File: src/hdl/gardner_symbol_timing_recovery_defines.svh
// Assertion macros shared by the timing recovery block
`ifndef GARDNER_SYMBOL_TIMING_RECOVERY_DEFINES_SVH
`define GARDNER_SYMBOL_TIMING_RECOVERY_DEFINES_SVH

// Check a condition at every clock edge outside reset
`define GSTR_ASSERT(lbl, cond, msg) \
	lbl: assert property (@(posedge clk) disable iff (!arst_n) (cond)) else $error(msg);

// Check that a condition holds in the cycle after a trigger
`define GSTR_ASSERT_NEXT(lbl, ante, cons, msg) \
	lbl: assert property (@(posedge clk) disable iff (!arst_n) (ante) |=> (cons)) else $error(msg);

`endif

File: src/hdl/gstr_pkg.sv
// Types, register indexes and helpers for the timing recovery block
package gstr_pkg;

	// complex sample: I in the low half, Q in the high half
	typedef logic [31:0] cplx_t;

	// window snapshot at a strobe, w0 is the newest sample
	typedef struct packed {
		cplx_t w3;
		cplx_t w2;
		cplx_t w1;
		cplx_t w0;
	} job_t;

	// loop result handed back to the front
	typedef struct packed {
		logic       valid;
		logic [1:0] step;
	} step_fb_t;

	localparam logic [1:0] REG_MODE = 2'd0;
	localparam logic [1:0] REG_KP   = 2'd1;
	localparam logic [1:0] REG_KI   = 2'd2;

	function automatic logic signed [15:0] re_of(input cplx_t p);
		re_of = p[15:0];
	endfunction

	function automatic logic signed [15:0] im_of(input cplx_t p);
		im_of = p[31:16];
	endfunction

endpackage

File: src/hdl/gstr_queue.sv
// Two-entry request queue between the sample front and the loop back end
module gstr_queue (
	input  logic            clk,
	input  logic            arst_n,
	input  logic            push,
	input  gstr_pkg::job_t  push_job,
	output logic            full,
	input  logic            pop,
	output logic            empty,
	output gstr_pkg::job_t  pop_job
);
	import gstr_pkg::*;

	job_t       mem_q [2];
	logic       wr_ptr_q;
	logic       rd_ptr_q;
	logic [1:0] count_q;

	assign full    = (count_q == 2'd2);
	assign empty   = (count_q == 2'd0);
	assign pop_job = mem_q[rd_ptr_q];

	always_ff @(posedge clk) begin
		if (push && !full) begin
			mem_q[wr_ptr_q] <= push_job;
		end
	end

	always_ff @(posedge clk or negedge arst_n) begin
		if (!arst_n) begin
			wr_ptr_q <= 1'b0;
			rd_ptr_q <= 1'b0;
			count_q  <= 2'd0;
		end else begin
			if (push && !full) begin
				wr_ptr_q <= ~wr_ptr_q;
			end
			if (pop && !empty) begin
				rd_ptr_q <= ~rd_ptr_q;
			end
			unique case ({push && !full, pop && !empty})
				2'b10:   count_q <= count_q + 2'd1;
				2'b01:   count_q <= count_q - 2'd1;
				default: count_q <= count_q;
			endcase
		end
	end

endmodule

File: config.mk
export PLATFORM = sky130hd
export DESIGN_NAME = gstr_queue
export DESIGN_NICKNAME = d
export VERILOG_FILES = /design/src/hdl/gardner_symbol_timing_recovery_defines.svh /design/src/hdl/gstr_pkg.sv /design/src/hdl/gstr_queue.sv
export SDC_FILE = /design/constraint.sdc
export NUM_CORES = 1
export LEC_CHECK = 0
export ABC_AREA = 1
export BUFFER_PORTS_ARGS = -buffer_cell sky130_fd_sc_hd__buf_2
export CAP_MARGIN = 20
export CELL_PAD_IN_SITES_DETAIL_PLACEMENT = 0
export CELL_PAD_IN_SITES_GLOBAL_PLACEMENT = 1
export CORE_MARGIN = 2
export CORE_UTILIZATION = 35
export CTS_CLUSTER_DIAMETER = 150
export DETAILED_ROUTE_END_ITERATION = 16
export PLACE_DENSITY = 0.81
export SETUP_SLACK_MARGIN = 0.3
export SYNTH_ARGS = -nofsm -noshare
export SYNTH_HDL_FRONTEND = slang
export SYNTH_SLANG_ARGS = --single-unit
export TNS_END_PERCENT = 100
File: constraint.sdc
create_clock -name clk -period 10.95 [get_ports clk]
set_input_delay 0.5475 -clock clk [delete_from_list [all_inputs] [get_ports clk]]
set_output_delay 0.5475 -clock clk [all_outputs]
set_load 0.01 [all_outputs]
==> qor.yml, run 1 <==
timing:
  fin_hold_ws_ns: 0.215
  finClkSkew_ns: 0.00881
  clock.fmax_mhz: 288
  setup_viol: 0
  post-route-min-period_ns: 3.47
  rsz0062_at_grt: "no"
  worstMarginPinSlew_ns: 0.989
  fin_setup_tns_ns: 0
  slew_violations: 0
  hold_viol_final: 0
  finalCritPeriodShare: 0.317
  slew_headroom: 0.341
setup_path:
  reg2reg_to: "mem_q[0][18]"
  cp_cell_sequence: "inv_4 > buf_4 > nand2_1 > nand2_1 > buf_2"
  reg2reg_depth: 6
  critPathBufInv: 3
  crit_top_cell: "nand2_1"
  critical_path_depth: 5
  crit_family: "buffers and inverters"
  worstReg2RegStart: "count_q[1]"
  crit_arrival_ns: 2.92
  timing.critical_path.from: "rd_ptr_q"
  critical_path_class: "reg2out"
  end_kind: "output port"
  crit_slowest_cell: "buf_4"
  required_ns: 10.40
  startpoint_type: "flip-flop"
  worst_path_largest_cell_delay_ns: 0.70
  crit_path_end: "pop_job[23]"
  path_max_fanout: 70
  r2r_setup_slack_ns: 8.39
power_and_ir_drop:
  power_density_nw_per_um2: 274
  switching_power_mw: 1.09
  power_frac_clock: 0.271
  ir_drop_uv: 145
  intPower_mw: 2.21
  pwr-share-comb: 0.295
  p_seq_frac: 0.434
  swShare: 0.329
  cellLeakagePower_nw: 5.16
drt:
  antenna_left: 0
  first_pass_iters: 5
  wl_per_cell_um: 14.9
  vias: 5903
  drt-initial-drc-count: 373
  drcViolationCount: 0
  wirelength_mm: 19.9
  vias_per_cell: 4.43
clocking:
  cts_setup_buffers: 0
  htree_num_levels: 1
  cts_buffers: 27
  cts_tree: "built"
  clockBufferDepth: 3
  cts_root_buf: "clkbuf_16"
  clkTransAtPathRegs_ns: 0.06
  cts_sinks: 260
  clkLatencyLatePin_ns: 0.52
global_route:
  grt_first_pass_wirelength_mm: 29.9
  grt_usage: 0.133
  grt_max_degree: 88
  grt_antenna_before_repair: 4
  grt_pass1_vias: 5786
  overflow: 0
synthesis:
  synth_area_um2: 9500
  synth_seq_cells: 260
  yosys.area.top_type: "edfxtp_1"
  synthTopCellsByCount: "394 x nand2_1, 256 x edfxtp_1, 25 x buf_2"
  avgSynthCellArea_um2: 13.6
  synth-async-reset-ratio: 0.0154
  synth_top_area_frac: 0.809
  ys_types: 14
  synth_area_leaders: "edfxtp_1 81%, nand2_1 16%, buf_2 1.3%"
  syn_nets: 834
  synthCells: 701
  yosys_warnings: 0
  synth-edff-count: 256
  synth_most_common_cell: "nand2_1"
  synth_ff_type: "edfxtp_1"
  seq_area_frac_synth: 0.819
flow_run:
  cap_violations: 0
cells_and_area:
  ff_latch_area_um2: 7790
  multi_input_area_um2: 1540
  synthToLayoutAreaGrowth_pct: 26.6
  layout-drive-gt1-share: 0.309
  fin_util: 0.449
  layout.nets: 1102
  n_fill_cell: 2414
worst_hold_path:
  min_path_cells: 1
  hold_path.class: "in2reg"
floorplan:
  rows: 60
  core_um2: 26800
  die_area_um2: 28500
  ioPinCount: 262
  start_util: 0.355
  die_w_um: 169
  die_y_um: 169
run_status:
  outcome: "finished clean"
placement:
  post-dp-hpwl_mm: 12.7
  gp_congestion: 0.719
  port_buffers: 261
-- layout by cell type, fill, tap and decap left out, types with 3 or more instances in the layout --
| cell | n |
|---|---|
| nand2_1 | 394 |
| bufinv_16 | 4 |
| edfxtp_1 | 256 |
| dfrtp_1 | 3 |
| nand3_1 | 3 |
| inv_1 | 8 |
| buf_2 | 261 |
| clkbuf_16 | 27 |
| clkbuf_1 | 4 |
| clkinv_2 | 3 |
| diode_2 | 3 |
| clkinv_1 | 9 |
| buf_4 | 5 |
-- registers in the layout, summed over array words and instances (netlist names) --
name,count
wr_ptr_q,1
count_q,2
mem_q,256
rd_ptr_q,1
-- kinds of logic after synthesis --
logic type,after synthesis,synth area share
buffers and inverters,38,0.0191
AOI/OAI and AO/OA,1,0.000526
and+or+nand+nor,400,0.159
xor gates and xnor gates,1,0.000922
adders and majority gates,1,0.00132
DFF,260,0.819
-- metrics by stage --
step	std cells	power, mW	cell area, µm²	setup slack (ns)
6_report	1332	3.30	12000	7.48
4_1_cts	1329	3.35	12000	7.41
5_1_grt	1330	3.50	12000	7.27
2_1_floorplan	701	2.05	9500	4.32
3_3_place_gp	1280	2.43	11100	8.00
3_5_place_dp	1280	2.45	11100	7.99
-- worst reg2reg max path, stage by stage (launching register included) --
cell     delay (ns)
dfrtp_1        0.38
inv_1          0.10
nor2_1         0.07
inv_1          0.06
nand3_1        0.15
inv_6          0.44
buf_4          0.89
-- power by group through the flow --
| stage | registers (mW) | clock network, mW | logic [mW] |
|---|---|---|---|
| 6_report | 1.43 | 0.894 | 0.972 |
| 4_1_cts | 1.43 | 0.920 | 0.997 |
| 2_1_floorplan | 1.45 | 0 | 0.598 |
| 5_1_grt | 1.45 | 0.958 | 1.08 |
| 3_3_place_gp | 1.45 | 0 | 0.986 |
| 3_5_place_dp | 1.45 | 0 | 0.992 |
-- repair_timing --
| item | CTS | global route |
|---|---|---|
| hold buffers | 1 | 0 |
| hold endpoints to repair | 4 | 0 |
| gates resized for setup | 0 | 0 |
-- per-layer routing --
metal  up-vias  part of all wire  track usage
met1      2772              0.40        0.161
met5         -           0.00055            0
met3        45             0.094       0.0521
li1       2897                 -            -
met2       187              0.48        0.220
met4         2             0.025       0.0439
-- worst min-delay path by stage --
stage / slack, ns / from / end
2_1_floorplan: 0.25 / arst_n / count_q[0]
3_5_place_dp: 0.36 / arst_n / count_q[0]
6_report: 0.21 / push_job[127] / mem_q[1][127]
4_1_cts: 0.18 / push_job[76] / mem_q[1][76]
5_1_grt: 0.18 / push_job[15] / mem_q[1][15]
3_3_place_gp: 0.36 / arst_n / count_q[0]
-- area by class of cell --
| class | instances | share of cell area |
|---|---|---|
| Sequential cell | 260 | 0.647 |
| Multi-Input combinational cell | 403 | 0.128 |
| Timing Repair Buffer | 267 | 0.113 |
| Clock buffer | 31 | 0.0574 |
| Tap cell | 341 | 0.0355 |
| Clock inverter | 17 | 0.0147 |
| Inverter | 10 | 0.00374 |
| Antenna cell | 3 | 0.000624 |
(Power assumes the default switching activity.)
==> run 2: changes to the inputs <==
Clock period 10.95 ns to 3.2 ns, I/O delays scaled along.
==> run 2 against run 1 <==
Compared with the run above:
- hold slack better by 0.14 ns
- sequential power grew to 3.4 times the previous value
- setup slack got worse by 6.4 ns
- core utilization grew 4.9 points
- sequential cell count did not move
- critical path depth unchanged
- register-to-register slack got worse by 7.2 ns
- via count is 9.1% higher
- final area is 11% higher
- non-clock buffer count is 133 higher
- combinational power rose to 3.8 times the previous value
- largest cell class unchanged
==> qor.yml, run 2 (synthesis results as in run 1) <==
floorplan:
  core_um2: 26800
  ioPinCount: 262
  die_area_um2: 28500
  die_w_um: 169
  rows: 60
  die_y_um: 169
  start_util: 0.355
timing:
  slew_violations: 0
  clock.fmax_mhz: 470
  hold_viol_final: 0
  finalCritPeriodShare: 0.666
  post-route-min-period_ns: 2.13
  worstMarginPinSlew_ns: 0.745
  rsz0062_at_grt: "no"
  finClkSkew_ns: 0.00986
  worst_slack_ns: 1.07
  fin_setup_tns_ns: 0
  slew_headroom: 0.503
  setup_viol: 0
drt:
  wirelength_mm: 21.8
  wl_per_cell_um: 14.9
  drt-initial-drc-count: 373
  first_pass_iters: 6
  antenna_left: 0
  vias: 6443
  vias_per_cell: 4.41
  drcViolationCount: 0
global_route:
  grt_antenna_before_repair: 0
  overflow: 0
  grt_usage: 0.149
  grt_max_degree: 127
  grt_pass1_vias: 6732
  grt_first_pass_wirelength_mm: 33.7
cells_and_area:
  top_register: "mem_q"
  mostFrequentLayoutCells: "394 x nand2_1, 261 x buf_2, 256 x edfxtp_1, 132 x dlygate4sd3_1, 27 x clkbuf_16"
  layout-drive-gt1-share: 0.276
  synthToLayoutAreaGrowth_pct: 40.4
  num_antenna_cells: 0
  layout.nets: 1235
  n_fill_cell: 2257
  final_common_cell: "nand2_1"
  reg_top3: "mem_q (256), count_q (2)"
  largest_reg_flops: 256
  fin_cells: 1461
placement:
  pre_cts_slack_ns: 1.23
  port_buffers: 261
  post-dp-hpwl_mm: 13.0
  gp_congestion: 0.761
  placed_cells: 1282
clocking:
  cts_setup_buffers: 0
  cts_sinks: 260
  clkTransAtPathRegs_ns: 0.06
  cts_buffers: 27
  clkLatencyLatePin_ns: 0.53
  cts_tree: "built"
  cts_root_buf: "clkbuf_16"
  htree_num_levels: 1
  clockBufferDepth: 3
  cts-resized-gates: 0
flow_run:
  cap_violations: 0
setup_path:
  crit_arrival_ns: 1.97
  critical_path_class: "reg2out"
  required_ns: 3.04
  end_kind: "output port"
  path_max_fanout: 58
  startpoint_type: "flip-flop"
power_and_ir_drop:
  power_density_nw_per_um2: 848
  ir_drop_uv: 649
  cellLeakagePower_nw: 5.70
  total_power_mw: 11.3
run_status:
  outcome: "finished clean"
worst_hold_path:
  hold_path.class: "in2reg"
-- run 2: cell types whose count changed in the layout (fill, tap and decap cells not counted), moves of 2 or more --
cell / change
dlygate4sd3_1: +131
buf_12: +5
buf_4: -3
bufinv_16: -3
diode_2: -3
clkinv_2: +2
-- run 2: repair_timing --
item,CTS,global route
endpoints found under the setup margin,0,0
hold buffers,132,0
endpoints found under the hold margin,262,0
-- run 2: routing by layer --
metal	wire, µm	GRT usage
met1	8650	0.173
met2	10600	0.265
met3	2120	0.0465
met4	474	0.0420
met5	0	0
-- run 2: cell type report --
class	instances	area (µm²)	area share
Inverter	10	43.8	0.00328
Timing Repair Buffer	400	2740	0.206
Multi-Input combinational cell	403	1550	0.116
Clock buffer	30	687	0.0515
Sequential cell	260	7790	0.584
Tap cell	341	427	0.0320
Clock inverter	17	105	0.00788
-- run 2: final timing paths --
| path | from | endpoint | slack, ns | depth (start not counted) |
|---|---|---|---|---|
| hold / removal | push_job[93] | mem_q[1][93] | 0.35 | 2 |
| max in group asynchronous | arst_n | rd_ptr_q | 2.44 | 3 |
| setup / recovery | rd_ptr_q | pop_job[3] | 1.07 | 5 |
| hold reg to reg | count_q[1] | count_q[1] | 0.49 | 2 |
| setup reg to reg | count_q[1] | mem_q[1][89] | 1.23 | 4 |
| min in group asynchronous | arst_n | wr_ptr_q | 0.55 | 3 |
-- run 2: through the flow --
step                      instance area [µm²]  utilization  hold slack (ns)
after CTS                               13300        0.498            0.323
after global routing                    13300        0.498            0.341
final                                   13300        0.498            0.351
after global placement                  11200        0.419          -0.0250
after floorplan                          9520            -           -0.136
after detailed placement                11200        0.419          -0.0218
-- run 2: worst max-delay path: stages, from the launching register on --
cell     delay (ns)
dfrtp_4        0.50
inv_4          0.25
buf_12         0.29
nand2_1        0.09
nand2_1        0.11
buf_2          0.14
-- run 2: power by group --
group	internal, mW	switching [mW]	leakage [nW]
combinational	1.24	2.43	2.88
clock	1.61	1.21	0.389
sequential	4.65	0.174	2.43
==> run 3: changes to the inputs <==
Clock period 3.2 ns to 2 ns, I/O delays scaled along.
==> run 3 against run 2 <==
Compared with the run above:
- setup slack lost 0.94 ns
- non-clock buffer count increased by 18
- sequential share of layout area decreased by 4.0 points
- die area unchanged
- wire length increased by 18%
- total power increased by 83%
- largest cell class unchanged
==> qor.yml, run 3 (synthesis results as in run 1) <==
run_status:
  outcome: "finished clean"
floorplan:
  rows: 60
  die_w_um: 169
  ioPinCount: 262
  start_util: 0.355
  core_um2: 26800
  die_y_um: 169
  die_area_um2: 28500
setup_path:
  crit_top_cell: "nand2_1"
  required_ns: 1.90
  startpoint_type: "flip-flop"
  cp_cell_sequence: "buf_12 > clkbuf_16 > nand2_1 > nand2_1 > buf_2"
  worst_path_largest_cell_delay_ns: 0.57
  critical_path_class: "reg2out"
  crit_slowest_cell: "dfrtp_4"
  end_kind: "output port"
  crit_arrival_ns: 1.76
  reg2reg_depth: 4
  path_max_fanout: 8
drt:
  drcViolationCount: 0
  first_pass_iters: 4
  drt-initial-drc-count: 376
  antenna_left: 0
  vias: 6781
  wirelength_mm: 25.8
  vias_per_cell: 4.56
  wl_per_cell_um: 17.3
placement:
  gp_congestion: 0.714
  post-dp-hpwl_mm: 12.9
  port_buffers: 261
  pre_cts_slack_ns: 0.424
  postPlaceCellArea_um2: 11300
global_route:
  grt_pass1_vias: 6789
  grt_usage: 0.165
  grt_max_degree: 66
  grt_first_pass_wirelength_mm: 36.0
  grt_antenna_before_repair: 2
  overflow: 0
timing:
  post-route-min-period_ns: 1.86
  finClkSkew_ns: 0.0182
  fin_setup_tns_ns: 0
  hold_viol_final: 0
  worstMarginPinSlew_ns: 0.411
  setup_viol: 0
  worst_slack_ns: 0.135
  slew_headroom: 0.726
  slew_violations: 0
  finalCritPeriodShare: 0.932
  rsz0062_at_grt: "yes"
  clock.fmax_mhz: 536
power_and_ir_drop:
  power_density_nw_per_um2: 1450
  pwr-share-comb: 0.385
  swShare: 0.343
  ir_drop_uv: 760
  cellLeakagePower_nw: 6.13
  p_seq_frac: 0.377
  power_frac_clock: 0.238
  total_power_mw: 20.7
  intPower_mw: 13.6
  switching_power_mw: 7.09
worst_hold_path:
  hold_path.class: "in2reg"
  min_path_cells: 2
clocking:
  htree_num_levels: 1
  clkLatencyLatePin_ns: 0.54
  cts_buffers: 28
  cts_root_buf: "clkbuf_16"
  clockBufferDepth: 3
  clkTransAtPathRegs_ns: 0.06
  cts_sinks: 260
  cts_tree: "built"
cells_and_area:
  stdcell_area_um2: 14300
  layout-drive-gt1-share: 0.345
  largest_reg_flops: 256
  reg_top3: "mem_q (256), count_q (2)"
  layout.nets: 1255
  synthToLayoutAreaGrowth_pct: 50.7
  final_common_cell: "nand2_1"
  fin_util: 0.534
  top_register: "mem_q"
  mostFrequentLayoutCells: "331 x nand2_1, 256 x edfxtp_1, 239 x buf_2, 132 x dlygate4sd3_1, 43 x nand2_2"
flow_run:
  cap_violations: 0
## run 3: changes by cell type in the layout (fill, tap and decap cells not counted), sizes merged
cell | before | now
buf | 268 | 281
clkbuf | 30 | 41
bufinv | 1 | 3
clkinv | 14 | 12
diode | 0 | 2
clkinvlp | 2 | 1
## run 3: timing repair
item / 4_1_cts / 5_1_grt
cloned: 8 / 5
setup endpoints to repair: 128 / 128
resized for setup: 18 / 104
hold buffers: 132 / 0
endpoints found under the hold margin: 262 / 0
buffers inserted: 4 / 0
pin swaps: 0 / 47
## run 3: power groups by stage
stage	combinational, mW	clock [mW]	sequential [mW]
2_1_floorplan	3.30	0	7.83
3_3_place_gp	5.82	0	7.77
3_5_place_dp	5.86	0	7.81
4_1_cts	7.02	5.04	7.74
5_1_grt	8.66	5.27	7.92
6_report	7.97	4.92	7.81
## run 3: through the flow
stage,hold WS (ns),cells
6_report,0.285,1486
5_1_grt,0.264,1486
4_1_cts,0.257,1479
3_5_place_dp,-0.0829,1284
3_3_place_gp,-0.0855,1284
2_1_floorplan,-0.196,701
## run 3: layer usage
| metal | up-vias | share of wire | GRT usage |
|---|---|---|---|
| met3 | 43 | 0.082 | 0.0428 |
| met1 | 3267 | 0.39 | 0.197 |
| li1 | 3220 | - | - |
| met5 | - | 0 | 0 |
| met4 | 0 | 0.022 | 0.0454 |
| met2 | 251 | 0.51 | 0.297 |
## run 3: cell type report
type / count / area [µm²]
fill: 2177 / 12500
sequential: 260 / 7790
timing repair buffer: 418 / 3340
multi-input combinational: 403 / 1810
clock buffer: 36 / 731
tap: 341 / 427
clock inverter: 15 / 159
inverter: 10 / 53.8
timing repair inverter: 1 / 8.76
antenna: 2 / 5.00
## run 3: critical path, delay by kind of cell (launching register included)
family / cells / cell delay (ns)
buf+inv: 3 / 0.52
simple gates: 2 / 0.11
flops: 1 / 0.57
## run 3: worst paths after layout
path | endpoint | slack [ns] | start
worst max-delay path | pop_job[34] | 0.14 | rd_ptr_q
worst min-delay path | mem_q[1][126] | 0.28 | push_job[126]
worst max register to register | mem_q[1][86] | 0.38 | count_q[1]
worst min register to register | count_q[1] | 0.48 | count_q[1]
max in group asynchronous | rd_ptr_q | 1.29 | arst_n
min in group asynchronous | count_q[0] | 0.51 | arst_n
