<file path="config.mk">
export PLATFORM = sky130hd
export DESIGN_NAME = gstr_front
export DESIGN_NICKNAME = d
export VERILOG_FILES = /design/src/hdl/gardner_symbol_timing_recovery_defines.svh /design/src/hdl/gstr_pkg.sv /design/src/hdl/gstr_front.sv
export SDC_FILE = /design/constraint.sdc
export NUM_CORES = 1
export LEC_CHECK = 0
export BUFFER_PORTS_ARGS = -buffer_cell sky130_fd_sc_hd__buf_2
export CORE_MARGIN = 5
export CORE_UTILIZATION = 48
export DETAILED_ROUTE_END_ITERATION = 16
export HOLD_SLACK_MARGIN = 0.12
export PLACE_DENSITY_LB_ADDON = 0.12
export SLEW_MARGIN = 0
export SYNTH_ARGS = -nofsm -noshare
export SYNTH_HDL_FRONTEND = slang
export SYNTH_SLANG_ARGS = --single-unit
</file>
<file path="constraint.sdc">
create_clock -name clk -period 1.77 [get_ports clk]
set_input_delay 0.531 -clock clk [delete_from_list [all_inputs] [get_ports clk]]
set_output_delay 0.531 -clock clk [all_outputs]
set_load 0.02 [all_outputs]
</file>
<file path="src/hdl/gardner_symbol_timing_recovery_defines.svh">
// Assertion macros shared by the timing recovery block
`ifndef GARDNER_SYMBOL_TIMING_RECOVERY_DEFINES_SVH
`define GARDNER_SYMBOL_TIMING_RECOVERY_DEFINES_SVH

// Check a condition at every clock edge outside reset
`define GSTR_ASSERT(lbl, cond, msg) \
	lbl: assert property (@(posedge clk) disable iff (!arst_n) (cond)) else $error(msg);

// Check that a condition holds in the cycle after a trigger
`define GSTR_ASSERT_NEXT(lbl, ante, cons, msg) \
	lbl: assert property (@(posedge clk) disable iff (!arst_n) (ante) |=> (cons)) else $error(msg);

`endif

</file>
<file path="src/hdl/gstr_pkg.sv">
// Types, register indexes and helpers for the timing recovery block
package gstr_pkg;

	// complex sample: I in the low half, Q in the high half
	typedef logic [31:0] cplx_t;

	// window snapshot at a strobe, w0 is the newest sample
	typedef struct packed {
		cplx_t w3;
		cplx_t w2;
		cplx_t w1;
		cplx_t w0;
	} job_t;

	// loop result handed back to the front
	typedef struct packed {
		logic       valid;
		logic [1:0] step;
	} step_fb_t;

	localparam logic [1:0] REG_MODE = 2'd0;
	localparam logic [1:0] REG_KP   = 2'd1;
	localparam logic [1:0] REG_KI   = 2'd2;

	function automatic logic signed [15:0] re_of(input cplx_t p);
		re_of = p[15:0];
	endfunction

	function automatic logic signed [15:0] im_of(input cplx_t p);
		im_of = p[31:16];
	endfunction

endpackage

</file>
<file path="src/hdl/gstr_front.sv">
// Sample front: window shift, strobe countdown and request issue
module gstr_front (
	input  logic               clk,
	input  logic               arst_n,
	input  logic               s_tvalid,
	output logic               s_tready,
	input  logic [31:0]        s_tdata,   // sample_i [15:0], sample_q [31:16]
	input  logic               q_full,
	output logic               q_push,
	output gstr_pkg::job_t     q_job,
	input  gstr_pkg::step_fb_t fb,
	output logic               busy
);
	import gstr_pkg::*;

	// the incoming sample completes the four-deep window
	cplx_t      win_q [3];
	logic [1:0] cnt_q;
	logic       busy_q;
	logic       acc;

	assign busy     = busy_q;
	assign s_tready = !busy_q && !q_full;
	assign acc      = s_tvalid && s_tready;
	assign q_push   = acc && (cnt_q == 2'd0);
	assign q_job    = '{w3: win_q[2], w2: win_q[1], w1: win_q[0], w0: s_tdata};

	always_ff @(posedge clk or negedge arst_n) begin
		if (!arst_n) begin
			for (int k = 0; k < 3; k++) begin
				win_q[k] <= '0;
			end
			cnt_q  <= 2'd0;
			busy_q <= 1'b0;
		end else begin
			if (fb.valid) begin
				busy_q <= 1'b0;
				cnt_q  <= fb.step - 2'd1;
			end
			if (acc) begin
				win_q[2] <= win_q[1];
				win_q[1] <= win_q[0];
				win_q[0] <= s_tdata;
				// hold further samples until the loop returns the next step
				if (cnt_q != 2'd0) begin
					cnt_q <= cnt_q - 2'd1;
				end else begin
					busy_q <= 1'b1;
				end
			end
		end
	end

endmodule

</file>
==> out/results.txt, run 1 <==
Status - finished, violations left
Failing checks - setup timing
Slew margin rel. - 76.24%
Post-synthesis xor/xnor area fraction - 0.2178%
Peak supply drop - 0.0006342 V
H-tree Lvls - 3
#FFs+latches synth - 99
Seq pwr share - 47.2%
Largest net degree at the start of global routing - 51
Placed cells - 690
Via density - 4.602
# setup viols final - 1
Postcts setup bufs - 0
Die Area - 0.01031 mm^2
Synthesized net count - 496
Layout Skew - 0.01087 ns
Period utilisation layout - 109.7%
Max-cap violations - 0
First-pass GRT wire length - 14.71 mm
Routed len/inst - 12.92 um
Critical path origin - busy
Synth Instances - 457
Largest family of logic cells by synthesized area - simple AND/OR/NAND/NOR gates
Crit path arrival time - 1.41 ns
NumNets Final - 635
CTS Hold Bufs - 0
Grt ovf - 0
Clock power share - 21.7%
DRC Markers - 0
P_sw - 0.002543 W
Hold Crit Class - primary input to async pin
Max Root-Sink Buffers - 2
Post-synthesis adder-cell area fraction - 0%
Die Span X - 101.5 um
Most common cell after layout, fill and taps aside - nand2_1
Maximum clock rate - 0.5149 GHz
Worst flop-to-flop path endpoint - cnt_q[0]
Tightest Pin Transition - 0.3564 ns
Pre-antenna DRT Iters - 4
TritonCTS Buffers - 9
Grt met2 use - 29.63%
Synth Area in Simple Gates - 27.97%
Sequential fraction of the synthesis area - 61.61%
Routability cong. - 0.7400
Synth Area in Compound Gates - 1.120%
DPL Wire Length - 6.654 mm
Busiest grt layer - met2
Hold slack - 0.1452 ns
Cell row count - 33
IO Port Bufs - 169
CTS tree - built
Final hold violation count - 0
Max Slew Vio Count - 0
Cell variety after synth - 19
FF-to-FF path depth - 4
Synth-to-layout area growth - 25.11%
Ratio of cells with drive above 1 in the final layout - 33.61%
Lkg Pwr - 3.052 nW
Top Ports - 170
Core area - 0.008175 mm^2
CP Class - register to primary output
# fillers - 752
Final WS setup - -0.1720 ns
Internal - 0.004175 W
Crit path to - q_push
Die H - 101.5 um
Reg-to-Reg Start - busy
Vias in the first global route - 3090
Tmin final - 1.942 ns
Routed vias - 3249
Worst Path Max Fanout - 2
PD cells - 1335 mW/mm^2
Crit end category - primary output
Unrepaired setup endpoints after global routing - yes
GR Layer Usage met1 - 23.96%
Initial antenna violation count - 0
Net Sw Frac - 37.85%
Syn Area/Cell - 8.799 um^2
1st-iter DRT viols - 113
Most frequent cells in the layout - 288 x nand2_1, 167 x buf_2, 99 x dfrtp_1
Crit start category - register
Post-route ant nets - 0
Clk sink count - 99
CTS root buffer - clkbuf_8
R2R Setup Slk - 0.10 ns
Starting Density - 49.19%
Mux contribution to synthesized area - 0%
GR Util met3 - 4.614%
Synth Cell Area - 0.004021 mm^2
Synth warnings - 0
# diodes - 0
Critical Path RT - 1.24 ns
Gate power share - 31.2%
Total GRT Usage - 18.00%
Post-Layout Cell Count - 706
WL final - 9.121 mm
Dpl ws - -0.1620 ns
Worst-Skew Late Latency - 0.35 ns
Reg clk slew, reported paths - 0.10 ns
==> through the flow <==
stage          power (W)  cell area, um^2  util, %  TNS (ns)
4_1_cts         0.006809             5031    61.54   -0.1940
5_1_grt         0.007134             5031    61.54   -0.2682
3_3_place_gp    0.005294             4822    58.98    -6.991
6_report        0.006718             5031    61.54   -0.1720
3_5_place_dp    0.005345             4822    58.98    -7.515
2_1_floorplan   0.004475             4033        -  -0.03701
==> metal layers <==
metal | wire length [um] | up-vias
li1 | - | 1624
met1 | 3845 | 1516
met2 | 4458 | 101
met3 | 734 | 8
met4 | 83 | 0
met5 | 0 | -
==> cells by family (layout without fill, tap and decap cells) <==
group | after synthesis | count (layout)
AND/OR/NAND/NOR | 296 | 296
flip-flops | 99 | 99
buffers and inverters | 56 | 200
AO/OA/AOI/OAI | 5 | 5
XOR/XNOR | 1 | 1
==> flip-flops by register name, indices dropped and copies added (netlist names) <==
signal,count
busy,1
q_job,96
cnt_q,2
==> final cells by class <==
type | count | area [um^2] | area share (%)
sequential | 99 | 2477 | 49.24
timing repair buffer | 182 | 1015 | 20.17
inverter | 2 | 7.507 | 0.1492
tap | 105 | 131.4 | 2.611
clock inverter | 6 | 65.06 | 1.293
clock buffer | 10 | 137.6 | 2.736
multi-input combinational | 302 | 1197 | 23.80
==> Yosys cell counts <==
cell	instances	area [um^2]
inv_1	2	7.510
buf_4	32	240.2
a211o_1	1	8.760
a21o_1	1	7.510
o211ai_2	1	12.51
nand2_1	288	1081
nand3_1	1	5.000
nor3_1	1	5.000
o31ai_1	1	7.510
buf_2	4	20.02
nor3b_1	1	7.510
and2_1	1	6.260
nor2_1	3	11.26
o311ai_1	1	8.760
clkbuf_1	14	52.55
or3b_1	1	8.760
dfrtp_1	99	2477
xnor2_1	1	8.760
buf_6	4	45.04
==> how the worst min path moves through the flow <==
| stage | slack [ns] | start | endpoint |
|---|---|---|---|
| 4_1_cts | 0.16 | arst_n | q_job[103] |
| 6_report | 0.15 | arst_n | q_job[104] |
| 3_3_place_gp | 0.45 | q_job[101] | q_job[101] |
| 3_5_place_dp | 0.46 | q_job[114] | q_job[114] |
| 5_1_grt | 0.16 | arst_n | q_job[71] |
| 2_1_floorplan | 0.24 | arst_n | busy |
==> worst max-delay path: stages, from the launching register on <==
cell     delay, ns
dfrtp_1       0.39
or3b_4        0.40
nor3_4        0.14
buf_6         0.14
==> power groups by stage <==
stage	Clock, W	Sequential, W	Combinational [W]
final	0.00145	0.00317	0.00210
after global routing	0.00160	0.00325	0.00229
after CTS	0.00150	0.00317	0.00214
after detailed placement	0	0.00321	0.00213
after global placement	0	0.00320	0.00209
after floorplan	0	0.00383	0.000640
==> timing repair <==
| item | 4_1_cts | 5_1_grt |
|---|---|---|
| endpoints found under the hold margin | 0 | 0 |
| resized for setup | 2 | 0 |
| setup endpoints to repair | 1 | 1 |
| gates cloned | 0 | 0 |
Note: power is estimated with default switching activity, not from simulation.
==> run 2: changes to the inputs <==
--- a/config.mk
+++ b/config.mk
@@ -6,8 +6,10 @@
 export NUM_CORES = 1
 export LEC_CHECK = 0
 export BUFFER_PORTS_ARGS = -buffer_cell sky130_fd_sc_hd__buf_2
+export CAP_MARGIN = 15
 export CORE_MARGIN = 5
-export CORE_UTILIZATION = 48
+export CORE_UTILIZATION = 49
+export CTS_BUF_LIST = sky130_fd_sc_hd__clkbuf_2
 export DETAILED_ROUTE_END_ITERATION = 16
 export HOLD_SLACK_MARGIN = 0.12
 export PLACE_DENSITY_LB_ADDON = 0.12
==> run 2 against run 1 <==
  * Routed wire length rose by 2.3%
  * Cell count grew 2.3%
  * Worst setup slack lost 0.18 ns
  * Maximum frequency is 8.7% lower
  * Combinational power is 10% higher
  * Largest cell class unchanged
  * Clock power is 20% lower
  * The run still ends with setup timing left
  * Register-to-register slack better by 0.02 ns
  * Critical path depth is the same
  * Non-clock buffer count grew 17
  * Worst hold slack improved by 0.052 ns
  * Clock-buffer cell count unchanged
==> out/results.txt, run 2 (synthesis gave the netlist of run 1 again) <==
Lkg Pwr - 3.123 nW
R2R Setup Slk - 0.12 ns
Worst-Skew Late Latency - 0.51 ns
Max Root-Sink Buffers - 2
Max Slew Vio Count - 0
Maximum clock rate - 0.4703 GHz
Starting Density - 49.69%
Total GRT Usage - 18.74%
TritonCTS Buffers - 9
DRC Markers - 0
Final WS setup - -0.3562 ns
Crit path to - q_push
Unrepaired setup endpoints after global routing - yes
Fin Setup TNS - -0.4000 ns
H-tree Lvls - 3
Routed len/inst - 12.93 um
First-pass GRT wire length - 15.26 mm
Crit path arrival time - 1.60 ns
Slew margin rel. - 73.92%
Peak supply drop - 0.0006229 V
Hold path cells - 3
FF-to-FF path depth - 5
Max reg flops - 96
Layout Skew - 0.03192 ns
Critical Path RT - 1.24 ns
CTS root buffer - clkbuf_2
Grt ovf - 0
PD cells - 1281 mW/mm^2
Post-Layout Cell Count - 722
IO Port Bufs - 169
Gate power share - 34.8%
Clk sink count - 99
Placed cells - 689
Max-cap violations - 0
Die H - 100.6 um
CP Class - register to primary output
CTS tree - built
# setup viols final - 2
DPL Wire Length - 6.764 mm
Most common cell after layout, fill and taps aside - nand2_1
Via density - 4.616
Vias in the first global route - 3281
Routed vias - 3333
Largest net degree at the start of global routing - 40
Crit start category - register
Core area - 0.008093 mm^2
Most frequent cells in the layout - 288 x nand2_1, 149 x buf_2, 99 x dfrtp_1
Tightest Pin Transition - 0.3912 ns
Top Ports - 170
NumNets Final - 652
Status - finished, violations left
Hold slack - 0.1973 ns
# diodes - 0
Initial antenna violation count - 0
Tmin final - 2.126 ns
Final hold violation count - 0
Seq pwr share - 47.8%
Routability cong. - 0.7748
Internal - 0.004121 W
Worst Path Max Fanout - 2
Die Area - 0.01012 mm^2
Reg clk slew, reported paths - 0.25 ns
Crit end category - primary output
1st-iter DRT viols - 158
Period utilisation layout - 120.1%
WL final - 9.335 mm
Failing checks - setup timing
Critical path origin - busy
Die Span X - 100.6 um
Synth-to-layout area growth - 28.97%
Clock power share - 17.4%
Reg-to-Reg Start - busy
Cell row count - 33
Worst flop-to-flop path endpoint - q_job[119]
P_sw - 0.002520 W
Net Sw Frac - 37.94%
Ratio of cells with drive above 1 in the final layout - 34.68%
Hold Crit Class - primary input to register
Post-route ant nets - 0
Pre-antenna DRT Iters - 4
-- run 2: final cells by class --
type,count,area (um^2)
Timing Repair Buffer,199,1236
Fill cell,740,2907
Sequential cell,99,2477
Inverter,2,7.507
Multi-Input combinational cell,302,1205
Clock buffer,10,50.05
Tap cell,105,131.4
Clock inverter,5,78.83
-- run 2: how the worst min path moves through the flow --
stage | startpoint | endpoint
floorplan | arst_n | busy
global placement | q_job[104] | q_job[104]
detailed placement | q_job[105] | q_job[105]
CTS | s_tdata[23] | q_job[55]
global route | s_tdata[20] | q_job[52]
finish | s_tdata[23] | q_job[55]
-- run 2: timing repair --
item / CTS / global route
setup endpoints to repair: 3 / 28
resized for setup: 7 / 32
endpoints found under the hold margin: 24 / 3
hold buffers: 1 / 3
buffers inserted: 0 / 14
-- run 2: power groups by stage --
stage | sequential [W] | clock (W) | combinational (W)
final | 0.00317 | 0.00116 | 0.00231
after global routing | 0.00325 | 0.00130 | 0.00252
after CTS | 0.00317 | 0.00120 | 0.00213
after detailed placement | 0.00321 | 0 | 0.00211
after global placement | 0.00320 | 0 | 0.00207
after floorplan | 0.00383 | 0 | 0.000640
-- run 2: per-layer routing --
metal | global-route usage, % | vias to the layer above | wire, um
met2 | 31.14 | 99 | 4633
met5 | 0 | - | 0
met3 | 4.360 | 10 | 679
met1 | 24.01 | 1565 | 3903
li1 | - | 1659 | -
met4 | 6.736 | 0 | 119
-- run 2: stage by stage --
step | instance area, um^2 | utilization [%] | total power [W] | setup WS [ns]
global placement | 4790 | 59.18 | 0.005262 | -0.1509
floorplan | 4033 | - | 0.004475 | -0.03701
finish | 5186 | 64.08 | 0.006641 | -0.3562
detailed placement | 4790 | 59.18 | 0.005329 | -0.1749
global route | 5186 | 64.08 | 0.007069 | -0.4892
CTS | 4951 | 61.18 | 0.006501 | -0.4252
-- run 2: critical path: stages (launching register included) --
cell and delay (ns):
dfrtp_1 0.43, or3b_4 0.39, nor3_4 0.14, buf_6 0.15
==> run 3: changes to the inputs <==
--- a/config.mk
+++ b/config.mk
@@ -5,10 +5,11 @@
 export SDC_FILE = /design/constraint.sdc
 export NUM_CORES = 1
 export LEC_CHECK = 0
+export ABC_AREA = 1
 export BUFFER_PORTS_ARGS = -buffer_cell sky130_fd_sc_hd__buf_2
 export CAP_MARGIN = 15
 export CORE_MARGIN = 5
-export CORE_UTILIZATION = 49
+export CORE_UTILIZATION = 40
 export CTS_BUF_LIST = sky130_fd_sc_hd__clkbuf_2
 export DETAILED_ROUTE_END_ITERATION = 16
 export HOLD_SLACK_MARGIN = 0.12
==> run 3 against run 2 <==
  * The run still ends with setup timing left
  * Die area rose by 19%
  * Routed wire length decreased by 0.37%
  * Cell area shrank 0.58%
  * Area after synthesis decreased by 0.68%
  * Sequential share of layout area rose by 0.28 points
  * Synthesized cell count shrank 5.0%
  * First-iteration DRC count grew 12%
  * Worst setup slack better by 0.20 ns
  * Clock power about the same
  * Utilization down 11 points
  * Register-to-register slack better by 0.23 ns
  * Highest routed layer unchanged
==> out/results.txt, run 3 <==
Status - finished, violations left
Failing checks - setup timing
R2R Setup Slk - 0.35 ns
Peak supply drop - 0.0004821 V
Max reg flops - 96
Top-count cell post-synth - nand2_1
Gate power share - 35.5%
Layout Skew - 0.02949 ns
CTS tree - built
Clock power share - 17.6%
CP Class - register to primary output
Worst flop-to-flop path endpoint - cnt_q[1]
Routed vias - 3205
Synthesized net count - 473
Most Frequent Cell on Critical Path - nor2_4
Dpl ws - 0.1124 ns
Syn Area/Cell - 9.202 um^2
Largest cells by area after synthesis - dfrtp_1 62%, nand2_1 16%, o21ai_0 8.3%
Die Area - 0.01208 mm^2
Synth warnings - 0
Predominant post-synthesis flop cell - dfrtp_1
# setup viols final - 3
Via density - 4.396
Grt ovf - 0
CP max stage cell - dfrtp_1
Crit path arrival time - 1.39 ns
P_sw - 0.002554 W
Crit end category - primary output
Post-synth top area share - 62.03%
DPL Wire Length - 6.386 mm
Net Sw Frac - 38.20%
Worst-Skew Late Latency - 0.53 ns
Fin Setup TNS - -0.4033 ns
Post-route ant nets - 0
Routed len/inst - 12.76 um
Cell row count - 36
Slew margin rel. - 68.78%
Max Root-Sink Buffers - 2
Worst Path Max Fanout - 2
Vias in the first global route - 3049
Reg clk slew, reported paths - 0.26 ns
Die Span X - 109.9 um
Worst Hold End - q_job[36]
Post-DP Area - 0.004763 mm^2
Lkg Pwr - 2.886 nW
Largest net degree at the start of global routing - 65
Finished Cell Area - 0.005156 mm^2
Hold path cells - 3
Synth Instances - 434
Most frequent cells in the layout - 171 x nand2_1, 156 x buf_2, 99 x dfrtp_1
Top Ports - 170
Synth Cell Area - 0.003994 mm^2
Critical Path RT - 1.24 ns
Synth-to-layout area growth - 29.10%
Top cells by instance count after synthesis - 172 x nand2_1, 99 x dfrtp_1, 66 x o21ai_0, 36 x inv_1, 34 x buf_4
Seq pwr share - 47.0%
# diodes - 0
Hold Crit Class - primary input to register
Routability cong. - 0.7678
Clk sink count - 99
Tightest Pin Transition - 0.4683 ns
Max Slew Vio Count - 0
IO Port Bufs - 169
Sequential fraction of the synthesis area - 62.03%
Starting Density - 40.86%
Core area - 0.009774 mm^2
Final hold violation count - 0
First-pass GRT wire length - 14.75 mm
NumNets Final - 630
H-tree Lvls - 3
Worst path top cell family by delay - flip-flops
Max incr delay on CP - 0.48 ns
Crit start category - register
Max-cap violations - 0
WL final - 9.300 mm
#FFs+latches synth - 99
CTS root buffer - clkbuf_2
CP cell instances - nor2_4, nand2_4, nor2_4, buf_6
Tmin final - 1.924 ns
1st-iter DRT viols - 177
Cell taking the most area after synthesis - dfrtp_1
Hold Crit Start - s_tdata[4]
Most common cell after layout, fill and taps aside - nand2_1
Pre-antenna DRT Iters - 5
Final WS setup - -0.1541 ns
Pwr Total - 0.006686 W
Unrepaired setup endpoints after global routing - yes
Initial antenna violation count - 0
Reg-to-Reg Start - busy
Total GRT Usage - 15.61%
WP buf/inv - 1
Post-synth EDFFs - 0
FF-to-FF path depth - 8
Cell variety after synth - 14
Maximum clock rate - 0.5197 GHz
Internal - 0.004132 W
DRC Markers - 0
Asr flop ratio synth - 100.0%
Die H - 109.9 um
TritonCTS Buffers - 9
PD cells - 1297 mW/mm^2
Period utilisation layout - 108.7%
Ratio of cells with drive above 1 in the final layout - 35.74%
[run 3: cell count changes in the layout (fill, tap and decap cells not counted), moves of 4 or more]
cell,change
nand2_1,-117
buf_6,-6
buf_4,-4
buf_2,+7
inv_1,+33
o21ai_0,+66
[run 3: layout make-up]
| class | count | area, um^2 |
|---|---|---|
| well taps | 133 | 166.4 |
| clock inverters | 6 | 80.08 |
| multi-input cells | 246 | 1037 |
| inverters | 37 | 141.4 |
| clock buffers | 10 | 50.05 |
| repair buffers | 198 | 1204 |
| fillers | 979 | 4618 |
| flip-flops and latches | 99 | 2477 |
[run 3: worst register-to-register path: stages, from the launching register on]
cell     delay [ns]
dfrtp_1        0.47
nor2_4         0.06
nand2_4        0.08
buf_4          0.13
buf_4          0.39
nand2_1        0.10
nand2_1        0.08
nand2_1        0.04
nand2_1        0.05
[run 3: per-stage QoR]
stage | util, % | cells | hold WS [ns]
final | 52.75 | 729 | 0.1920
after global routing | 52.75 | 729 | 0.1332
after CTS | 51.14 | 716 | 0.1207
after detailed placement | 48.73 | 690 | 0.4603
after global placement | 48.73 | 690 | 0.4593
after floorplan | - | 434 | 0.2354
[run 3: routing by layer]
layer  vias to the layer above  share of wire, %  track usage (%)  wire length [um]
met5                         -                 0                0                 0
li1                       1611                 -                -                 -
met3                         9               7.4            3.699               687
met2                       103                48            25.43              4501
met4                         0               1.1            6.144               104
met1                      1482                43            20.05              4006
[run 3: power groups by stage]
stage	registers (W)	logic, W	clock network, W
3_3_place_gp	0.00317	0.00218	0
5_1_grt	0.00322	0.00262	0.00131
4_1_cts	0.00314	0.00226	0.00123
2_1_floorplan	0.00386	0.000659	0
3_5_place_dp	0.00319	0.00221	0
6_report	0.00314	0.00237	0.00117
[run 3: logic make-up (layout without fill, tap and decap cells)]
logic type	after synthesis	count (layout)	share of synthesized area (%)
and+or+nand+nor	179	179	17.26
DFF	99	99	62.03
buffers and inverters	89	251	12.25
AOI/OAI and AO/OA	67	67	8.459
[run 3: how the worst max path moves through the flow]
stage | start | end | depth (start not counted)
after floorplan | q_full | q_push | 4
after global placement | q_full | q_push | 5
after detailed placement | q_full | q_push | 5
after CTS | busy | q_push | 4
after global routing | cnt_q[0] | q_push | 4
final | busy | q_push | 4
[run 3: timing repair]
item | CTS | global route
gates resized for setup | 6 | 20
hold buffers | 5 | 0
pin swaps | 2 | 1
hold endpoints to repair | 27 | 0
gates cloned | 0 | 0
buffers inserted | 5 | 13
endpoints found under the setup margin | 4 | 22
